## src/hw/rtl/lkv_pkg.sv

```systemverilog
`timescale 1ns / 1ps
`default_nettype none

package lkv_pkg;

	localparam int ENTRIES    = 16;
	localparam int KEY_BITS   = 32;
	localparam int VALUE_BITS = 32;

	localparam int IDX_W  = $clog2(ENTRIES);
	localparam int RANK_W = IDX_W;
	localparam int CNT_W  = $clog2(ENTRIES + 1);
	localparam int CAP_W  = 5;
	localparam int CMP_W  = CNT_W + CAP_W;

	localparam int IN_BITS  = KEY_BITS + VALUE_BITS;
	localparam int IN_W     = ((IN_BITS + 7) / 8) * 8;
	localparam int OUT_BITS = 1 + VALUE_BITS + 1 + KEY_BITS + CAP_W;
	localparam int OUT_W    = ((OUT_BITS + 7) / 8) * 8;

	typedef struct packed {
		logic [KEY_BITS-1:0] key;
		logic [RANK_W-1:0]   rank;
	} meta_t;

	typedef struct packed {
		logic                found;
		logic [IDX_W-1:0]    found_idx;
		logic [RANK_W-1:0]   found_rank;
		logic                lru_any;
		logic [IDX_W-1:0]    lru_idx;
		logic [RANK_W-1:0]   lru_rank;
		logic [KEY_BITS-1:0] lru_key;
		logic                free_any;
		logic [IDX_W-1:0]    free_idx;
	} scan_res_t;

endpackage

`default_nettype wire

```

## src/hw/rtl/lkv_ram.sv

```systemverilog
`timescale 1ns / 1ps
`default_nettype none

module lkv_ram #(
	parameter int WIDTH = 8,
	parameter int DEPTH = 16,
	localparam int AW = $clog2(DEPTH)
) (
	input  wire logic             clk,
	input  wire logic             we,
	input  wire logic [AW-1:0]    waddr,
	input  wire logic [WIDTH-1:0] wdata,
	input  wire logic             re,
	input  wire logic [AW-1:0]    raddr,
	output logic      [WIDTH-1:0] rdata
);

	logic [WIDTH-1:0] mem [DEPTH];

	always_ff @(posedge clk) begin
		if (we) begin
			mem[waddr] <= wdata;
		end
	end

	always_ff @(posedge clk) begin
		if (re) begin
			rdata <= mem[raddr];
		end
	end

endmodule

`default_nettype wire

```

## src/hw/rtl/lkv_scan.sv

```systemverilog
`timescale 1ns / 1ps
`default_nettype none

module lkv_scan (
	input  wire logic                          clk,
	input  wire logic                          arst_n,
	input  wire logic                          clear,
	input  wire logic                          en,
	input  wire logic [lkv_pkg::IDX_W-1:0]     idx,
	input  wire logic                          entry_vld,
	input  wire lkv_pkg::meta_t                meta,
	input  wire logic [lkv_pkg::KEY_BITS-1:0]  key,
	output lkv_pkg::scan_res_t                 res
);

	lkv_pkg::scan_res_t res_q;

	always_ff @(posedge clk or negedge arst_n) begin
		if (!arst_n) begin
			res_q <= '0;
		end else if (clear) begin
			res_q <= '0;
		end else if (en) begin
			// first match wins
			if (entry_vld && meta.key == key && !res_q.found) begin
				res_q.found      <= 1'b1;
				res_q.found_idx  <= idx;
				res_q.found_rank <= meta.rank;
			end
			// oldest valid entry, earliest on a tie
			if (entry_vld && (!res_q.lru_any || meta.rank > res_q.lru_rank)) begin
				res_q.lru_any  <= 1'b1;
				res_q.lru_idx  <= idx;
				res_q.lru_rank <= meta.rank;
				res_q.lru_key  <= meta.key;
			end
			if (!entry_vld && !res_q.free_any) begin
				res_q.free_any <= 1'b1;
				res_q.free_idx <= idx;
			end
		end
	end

	assign res = res_q;

endmodule

`default_nettype wire

```

## src/hw/rtl/lru_key_value_cache_core.sv

```systemverilog
`timescale 1ns / 1ps
`default_nettype none

// Fully associative key/value cache with least-recently-used replacement.
// Request channel (s_axis_*): tuser[0] is the access kind (0 get, 1 set),
// tdata carries key and write value. A request is taken only while the
// core is idle; one result leaves on m_axis_* for every request.
// Keys, values and recency ranks live in two single-port-read memories;
// valid bits and the occupancy count are flip-flops.
// Each request walks the key/rank memory once to find the match, the
// oldest entry and the first free slot, takes a decision step, then
// walks it again to age ranks and ends in an output step; a get that
// misses skips the second walk and goes straight to the output step.
// Capacity is written through cfg_we/cfg_wdata while idle; the user
// must keep to this, the block does not enforce it. 0 acts as 1,
// values above ENTRIES act as ENTRIES.
// Reset empties the cache at once (valid bits clear), capacity returns
// to 16. A stalled receiver holds the result in the output register; the
// next request may be taken meanwhile, and its result waits until the
// output register is free.
module lru_key_value_cache_core (
	input  wire logic                        clk,
	input  wire logic                        arst_n,
	input  wire logic                        s_axis_tvalid,
	output logic                             s_axis_tready,
	// key, write_value
	input  wire logic [lkv_pkg::IN_W-1:0]    s_axis_tdata,
	// mode
	input  wire logic [0:0]                  s_axis_tuser,
	output logic                             m_axis_tvalid,
	input  wire logic                        m_axis_tready,
	// hit, read_value, evicted, evicted_key, occupancy
	output logic      [lkv_pkg::OUT_W-1:0]   m_axis_tdata,
	input  wire logic                        cfg_we,
	input  wire logic [lkv_pkg::CAP_W-1:0]   cfg_wdata
);

	typedef enum logic [4:0] {
		S_IDLE   = 5'b00001,
		S_SCAN   = 5'b00010,
		S_DECIDE = 5'b00100,
		S_UPD    = 5'b01000,
		S_DONE   = 5'b10000
	} state_t;

	localparam int IW = lkv_pkg::IDX_W;
	localparam int RW = lkv_pkg::RANK_W;
	localparam int CW = lkv_pkg::CNT_W;
	localparam int KB = lkv_pkg::KEY_BITS;
	localparam int VB = lkv_pkg::VALUE_BITS;
	localparam int MW = $bits(lkv_pkg::meta_t);

	state_t                   state_q;
	logic [CW-1:0]            cnt_q;
	logic                     rd_vld_s1;
	logic [IW-1:0]            rd_idx_s1;
	logic                     mode_q;
	logic [KB-1:0]            key_q;
	logic [VB-1:0]            wval_q;
	logic [lkv_pkg::ENTRIES-1:0] valid_q;
	logic [CW-1:0]            count_q;
	logic [lkv_pkg::CAP_W-1:0] cap_q;
	logic [IW-1:0]            slot_q;
	logic [RW:0]              thr_q;
	logic                     hit_q;
	logic                     ev_q;
	logic [KB-1:0]            evkey_q;
	logic [VB-1:0]            rval_q;
	logic                     vrd_s1;
	logic                     out_valid_q;
	logic [lkv_pkg::OUT_W-1:0] out_data_q;

	logic                     in_acc;
	logic                     walking;
	logic                     issue;
	logic                     walk_end;
	lkv_pkg::meta_t           meta_rd;
	lkv_pkg::meta_t           meta_wr;
	logic                     meta_we;
	logic                     rank_inc;
	lkv_pkg::scan_res_t       res;
	logic                     at_cap;
	logic                     dec_evict;
	logic [IW-1:0]            dec_slot;
	logic                     vram_we;
	logic [IW-1:0]            vram_waddr;
	logic                     vram_re;
	logic [VB-1:0]            vram_rdata;
	logic                     out_load;
	logic [lkv_pkg::CMP_W-1:0] cap_x;
	logic [lkv_pkg::CMP_W-1:0] cnt_x;

	assign s_axis_tready = (state_q == S_IDLE);
	assign in_acc        = s_axis_tvalid && s_axis_tready;
	assign walking       = (state_q == S_SCAN) || (state_q == S_UPD);
	assign issue         = walking && (cnt_q < CW'(lkv_pkg::ENTRIES));
	assign walk_end      = (cnt_q == CW'(lkv_pkg::ENTRIES));
	assign out_load      = (state_q == S_DONE) && (!out_valid_q || m_axis_tready);

	// capacity clamp: zero acts as one, anything above the depth as the depth
	assign cap_x = lkv_pkg::CMP_W'(cap_q);
	assign cnt_x = lkv_pkg::CMP_W'(count_q);
	always_comb begin
		if (cap_q == '0) begin
			at_cap = (count_q != '0);
		end else if (cap_x > lkv_pkg::CMP_W'(lkv_pkg::ENTRIES)) begin
			at_cap = (count_q == CW'(lkv_pkg::ENTRIES));
		end else begin
			at_cap = (cnt_x >= cap_x);
		end
	end

	assign dec_evict = at_cap && res.lru_any;
	assign dec_slot  = res.found ? res.found_idx :
	                   (dec_evict ? res.lru_idx : res.free_idx);

	lkv_ram #(
		.WIDTH(MW),
		.DEPTH(lkv_pkg::ENTRIES)
	) u_meta_ram (
		.clk  (clk),
		.we   (meta_we),
		.waddr(rd_idx_s1),
		.wdata(meta_wr),
		.re   (issue),
		.raddr(cnt_q[IW-1:0]),
		.rdata(meta_rd)
	);

	assign vram_we    = (state_q == S_DECIDE) && mode_q;
	assign vram_waddr = dec_slot;
	assign vram_re    = (state_q == S_DECIDE) && res.found && !mode_q;

	lkv_ram #(
		.WIDTH(VB),
		.DEPTH(lkv_pkg::ENTRIES)
	) u_value_ram (
		.clk  (clk),
		.we   (vram_we),
		.waddr(vram_waddr),
		.wdata(wval_q),
		.re   (vram_re),
		.raddr(res.found_idx),
		.rdata(vram_rdata)
	);

	lkv_scan u_scan (
		.clk      (clk),
		.arst_n   (arst_n),
		.clear    (in_acc),
		.en       ((state_q == S_SCAN) && rd_vld_s1),
		.idx      (rd_idx_s1),
		.entry_vld(valid_q[rd_idx_s1]),
		.meta     (meta_rd),
		.key      (key_q),
		.res      (res)
	);

	// age every valid entry newer than the threshold; the touched slot goes to zero
	assign rank_inc = ({1'b0, meta_rd.rank} < thr_q);
	always_comb begin
		meta_wr = meta_rd;
		if (rd_idx_s1 == slot_q) begin
			meta_wr.key  = key_q;
			meta_wr.rank = '0;
		end else if (rank_inc) begin
			meta_wr.rank = meta_rd.rank + RW'(1);
		end
	end
	assign meta_we = (state_q == S_UPD) && rd_vld_s1 &&
	                 (valid_q[rd_idx_s1] || rd_idx_s1 == slot_q);

	always_ff @(posedge clk) begin
		if (in_acc) begin
			mode_q <= s_axis_tuser[0];
			key_q  <= s_axis_tdata[KB-1:0];
			wval_q <= s_axis_tdata[KB+VB-1:KB];
		end
		rd_idx_s1 <= cnt_q[IW-1:0];
		if (state_q == S_DECIDE) begin
			slot_q  <= dec_slot;
			thr_q   <= res.found ? {1'b0, res.found_rank} : (RW+1)'(lkv_pkg::ENTRIES);
			hit_q   <= res.found;
			ev_q    <= !res.found && mode_q && dec_evict;
			evkey_q <= (!res.found && mode_q && dec_evict) ? res.lru_key : '0;
			rval_q  <= '0;
		end
		if (vrd_s1) begin
			rval_q <= vram_rdata;
		end
		if (out_load) begin
			out_data_q <= lkv_pkg::OUT_W'({lkv_pkg::CAP_W'(count_q), evkey_q, ev_q,
			                               rval_q, hit_q});
		end
	end

	always_ff @(posedge clk or negedge arst_n) begin
		if (!arst_n) begin
			state_q     <= S_IDLE;
			cnt_q       <= '0;
			rd_vld_s1   <= 1'b0;
			vrd_s1      <= 1'b0;
			valid_q     <= '0;
			count_q     <= '0;
			cap_q       <= lkv_pkg::CAP_W'(16);
			out_valid_q <= 1'b0;
		end else begin
			rd_vld_s1 <= issue;
			vrd_s1    <= vram_re;
			if (cfg_we) begin
				cap_q <= cfg_wdata;
			end
			if (out_load) begin
				out_valid_q <= 1'b1;
			end else if (m_axis_tready) begin
				out_valid_q <= 1'b0;
			end
			unique case (state_q)
				S_IDLE: begin
					cnt_q <= '0;
					if (in_acc) begin
						state_q <= S_SCAN;
					end
				end
				S_SCAN: begin
					if (walk_end) begin
						cnt_q   <= '0;
						state_q <= S_DECIDE;
					end else begin
						cnt_q <= cnt_q + CW'(1);
					end
				end
				S_DECIDE: begin
					cnt_q <= '0;
					if (res.found) begin
						state_q <= S_UPD;
					end else if (mode_q) begin
						// insert; an eviction reuses the same slot
						valid_q[dec_slot] <= 1'b1;
						if (!dec_evict) begin
							count_q <= count_q + CW'(1);
						end
						state_q <= S_UPD;
					end else begin
						state_q <= S_DONE;
					end
				end
				S_UPD: begin
					if (walk_end) begin
						state_q <= S_DONE;
					end else begin
						cnt_q <= cnt_q + CW'(1);
					end
				end
				S_DONE: begin
					if (out_load) begin
						state_q <= S_IDLE;
					end
				end
				default: begin
					state_q <= S_IDLE;
				end
			endcase
		end
	end

	assign m_axis_tvalid = out_valid_q;
	assign m_axis_tdata  = out_data_q;

	a_count_matches_valid: assert property (@(posedge clk) disable iff (!arst_n)
		$countones(valid_q) == int'(count_q))
		else $error("occupancy count differs from valid bits");

	a_count_bounded: assert property (@(posedge clk) disable iff (!arst_n)
		count_q <= CW'(lkv_pkg::ENTRIES))
		else $error("occupancy above depth");

	a_evict_has_victim: assert property (@(posedge clk) disable iff (!arst_n)
		(state_q == S_DECIDE) && mode_q && !res.found && at_cap |-> res.lru_any)
		else $error("full cache without an oldest entry");

	a_insert_has_slot: assert property (@(posedge clk) disable iff (!arst_n)
		(state_q == S_DECIDE) && mode_q && !res.found && !at_cap |-> res.free_any)
		else $error("insert without a free slot");

	a_evict_not_hit: assert property (@(posedge clk) disable iff (!arst_n)
		(state_q == S_UPD) && ev_q |-> !hit_q)
		else $error("eviction flagged on a hit");

endmodule

`default_nettype wire

```

## config.mk

```make
export PLATFORM = sky130hd
export DESIGN_NAME = lru_key_value_cache_core
export DESIGN_NICKNAME = d
export VERILOG_FILES = /design/src/hw/rtl/lkv_pkg.sv /design/src/hw/rtl/lkv_ram.sv /design/src/hw/rtl/lkv_scan.sv /design/src/hw/rtl/lru_key_value_cache_core.sv
export SDC_FILE = /design/constraint.sdc
export NUM_CORES = 1
export LEC_CHECK = 0
export ABC_CLOCK_PERIOD_IN_PS = 6260
export BUFFER_PORTS_ARGS = -buffer_cell sky130_fd_sc_hd__buf_4
export CAP_MARGIN = 40
export CORE_UTILIZATION = 62
export CTS_CLUSTER_SIZE = 28
export DETAILED_ROUTE_END_ITERATION = 16
export GPL_ROUTABILITY_DRIVEN = 0
export PLACE_DENSITY_LB_ADDON = 0.08
export RECOVER_POWER = 100
export SLEW_MARGIN = 10
export SYNTH_ARGS = -nofsm -noshare
export SYNTH_HDL_FRONTEND = slang
export SYNTH_SLANG_ARGS = --single-unit
```

## constraint.sdc

```tcl
create_clock -name clk -period 6.26 [get_ports clk]
set_input_delay 0.939 -clock clk [delete_from_list [all_inputs] [get_ports clk]]
set_output_delay 0.939 -clock clk [all_outputs]
set_load 0.01 [all_outputs]
```

==> metrics.md <==
| Metric | Value |
|---|---|
| Fmax achieved | `0.198 GHz` |
| Slew headroom | `-132%` |
| Flops & latches, synth | `1465` |
| Synth warn | `0` |
| Clock sinks | `1465` |
| Layout cell share with drive strength beyond 1 | `23.6%` |
| Finish-stage setup viols | `0` |
| CP Launch Point | `cap_q[2]` |
| DP Worst Slack | `2150 ps` |
| Post-CTS Hold Fix Bufs | `0` |
| CTS Buffer Depth | `3` |
| Finished Layout Cells | `4028` |
| Worst Skew | `between 15 and 20 ps` |
| Synthesized Nets | `2599` |
| Violated checks | `capacitance limit, slew limit` |
| Post-route DRC violation count | `0` |
| Initial DRC count | `2594` |
| Fin crit period | `5060 ps` |
| Power density over the cells | `361 nW/µm²` |
| IO Pins | `149` |
| Hold Vio Cnt, Final | `0` |
| Post-route ant nets | `0` |
| Rows | `109` |
| Die height | `~300 µm` |
| Die ar. | `about 90000 µm²` |
| WP data required | `6640 ps` |
| Max cap viols | `17` |
| Pre-antenna DRT Iters | `7` |
| Starting Density | `62.6%` |
| Crit start category | `register` |
| Syn Inst Count | `2507` |
| Async S/R FF share, synth | `around 6.4%` |
| Final HPWL DP | `67100 µm` |
| Leak Pwr | `0.0198 µW` |
| Syn avg cell area | `22.1 µm²` |
| TNS Setup | `0 ps` |
| Grt ovf | `0` |
| Outcome | `complete, but fails checks` |
| Post-Syn Area | `approximately 55000 µm²` |
| Unrepaired setup endpoints after global routing | `false` |
| Total global-route track usage | `26.2%` |
| Maximum VDD drop | `0.000285 V` |
| Final setup margin | `between 1000 and 1500 ps` |
| Pins over their slew limit | `670` |
| Overall Power | `22500 µW` |
| Resized cells post-CTS | `0` |
| Final nets | `between 2000 and 3000` |
| Die Wd | `301 µm` |
| Port Buffers | `about 150` |
| Worst Hold Class | `primary input to async pin` |
| CTS Buf Count | `143` |
| Critical path capture point type | `register` |
| Number of flops mapped to enable cells by yosys | `~1400` |
| Crit share post-route | `~80%` |
| Worst-path clk slew | `60 ps` |
| Area growth syn-to-layout | `12.6%` |
| Critical path peak fanout | `22` |
| Final wirelength | `~110000 µm` |
| CTS tree | `done` |
| Slew of the pin with the lowest slew margin | `3490 ps` |
| Largest net degree at the start of global routing | `approximately 110` |
| Main synth FF type | `edfxtp_1` |
| Core footprint | `roughly 88000 µm²` |
| Worst setup path class | `register to register` |
| Worst skew pair latency | `740 ps` |
| Root Buffer | `clkbuf_16` |
| Initial antenna violation count | `3` |
| Number of library cell types mapped by synthesis | `65` |
| First-pass GRT wire length | `170000 µm` |
| Worst EP arrival | `about 5400 ps` |
| Ant. Diodes | `0` |
| Worst path slowest cell | `nor2_1` |
| Crit Reg-Reg Startpoint | `cap_q[2]` |
| Hold_ws | `240 ps` |
| Placed insts | `3773` |
| Max stage delay on crit path | `approximately 1100 ps` |
| Post CTS Setup Buffer Count | `0` |
| CP Cell Sequence | `or4_1 -> nor4b_1 -> a22oi_1 -> nand3_1 -> o2111ai_2 -> nor2_1 -> buf_4` |
| # H-tree levels | `4` |
| Drt wl/cell | `about 28 µm` |
| Register area share after synthesis | `78.5%` |
| Via count | `25600` |
| Post-DR vias/cell | `6.35` |
| Vias in the first global route | `around 26000` |
==> cells in the mapped netlist (2+ instances only) <==
cell type	instances	share of area, %
mux4_2	344	14
a21oi_1	7	0.063
ha_1	17	0.38
nor2_1	55	0.37
nand2b_1	12	0.14
xor2_1	26	0.41
nor4_4	2	0.077
edfxtp_1	1367	74
o31ai_1	8	0.11
buf_1	12	0.081
and3_1	3	0.034
nand3_1	15	0.14
o211a_1	2	0.036
buf_4	2	0.027
dfxtp_1	4	0.14
a22oi_1	3	0.041
inv_1	26	0.18
a211oi_1	2	0.027
o21bai_1	8	0.11
and2_1	66	0.75
a31oi_1	4	0.045
clkbuf_1	72	0.49
nand2_1	116	0.79
or3_1	2	0.023
o21ai_1	2	0.018
nand4_1	10	0.11
mux2i_1	5	0.090
nor3b_2	2	0.045
nor2b_1	6	0.068
mux2_2	34	0.69
dfstp_2	2	0.095
dfrtp_1	92	4.2
xnor2_1	21	0.33
nor3b_1	4	0.054
a21o_1	9	0.12
nand3_2	2	0.036
o21ai_0	57	0.52
nor3_1	16	0.14
nor4_1	6	0.068
a31o_1	2	0.032
buf_2	33	0.30
o21a_1	4	0.054
o211ai_1	3	0.041
==> sequential cells by signal, indices dropped and copies added, names as in the netlist, 36 cells and up <==
| signal | cells |
|---|---|
| m_axis_tdata | 71 |
| u_meta_ram.rdata | 36 |
| u_meta_ram.mem | 576 |
| u_value_ram.mem | 512 |
| u_scan.res | 55 |
==> placed cells by master (no fill, tap or decap), drive strengths merged, types with 26 or more instances in the layout <==
cell | Yosys | routed
nor2 | 55 | 55
edfxtp | 1367 | 1367
dfrtp | 92 | 92
xor2 | 26 | 26
mux2 | 35 | 35
clkinv | 0 | 53
buf | 48 | 38
clkbuf | 72 | 365
and2 | 67 | 67
nand2 | 116 | 116
o21ai | 59 | 59
inv | 26 | 30
mux4 | 344 | 344
==> metrics by stage <==
stage / cell area (µm²) / util (%)
6_report: 62300 / 70.6
5_1_grt: 62300 / 70.6
4_1_cts: 63200 / 71.5
3_5_place_dp: 58600 / 66.3
3_3_place_gp: 58200 / 65.8
2_1_floorplan: 55400 / -
==> worst paths after layout <==
path / endpoint / slack (ps) / depth (start not counted)
min in group clk: key_q[7] / 400 / 1
worst min register to register: m_axis_tdata[29] / 410 / 0
worst max register to register: u_value_ram.mem[15][20] / 1200 / 7
worst max-delay path: u_value_ram.mem[15][20] / 1200 / 7
worst min-delay path: count_q[4] / 240 / 1
max in group asynchronous: u_scan.res[51] / 3010 / 2
==> area by class of cell <==
cell class | count | area (µm²)
Clock inverter | 72 | 651
Multi-Input combinational cell | 896 | 11300
Inverter | 26 | 98.8
Timing Repair Buffer | 221 | 1430
Clock buffer | 183 | 3920
Tap cell | 1165 | 1460
Fill cell | 5367 | 26000
Sequential cell | 1465 | 43500
==> report_power, final <==
part | total (µW) | switching, µW | internal [µW]
Clock | 8380 | 3470 | 4910
Combinational | 2380 | 1310 | 1070
Sequential | 11700 | 394 | 11300
==> routing by layer <==
layer	up-vias	track usage (%)	share of wire (%)
met5	-	0	0.0061
met4	2	7.00	1.9
met3	160	6.66	8.6
met2	1101	39.9	48
met1	13500	38.7	42
li1	10800	-	-
==> worst max-delay path, delay by kind of cell, from the launching register on <==
family                 cells  cell delay, ps
AND/OR/NAND/NOR            4            3150
AO/OA/AOI/OAI              2             560
buffers and inverters      1             560
flip-flops                 1             400
==> cells by family (layout without fill, tap and decap cells) <==
kind of cell / Yosys count / after routing / synth area share, %
DFF: 1465 / 1465 / 78.5
muxes: 384 / 384 / 14.8
and+or+nand+nor: 328 / 328 / 3.05
buffers and inverters: 146 / 502 / 1.09
AOI/OAI and AO/OA: 119 / 119 / 1.37
xor gates and xnor gates: 47 / 47 / 0.744
adders and majority gates: 17 / 17 / 0.384
other: 1 / 1 / 0.00677
Power figures use the tool's default switching activity.
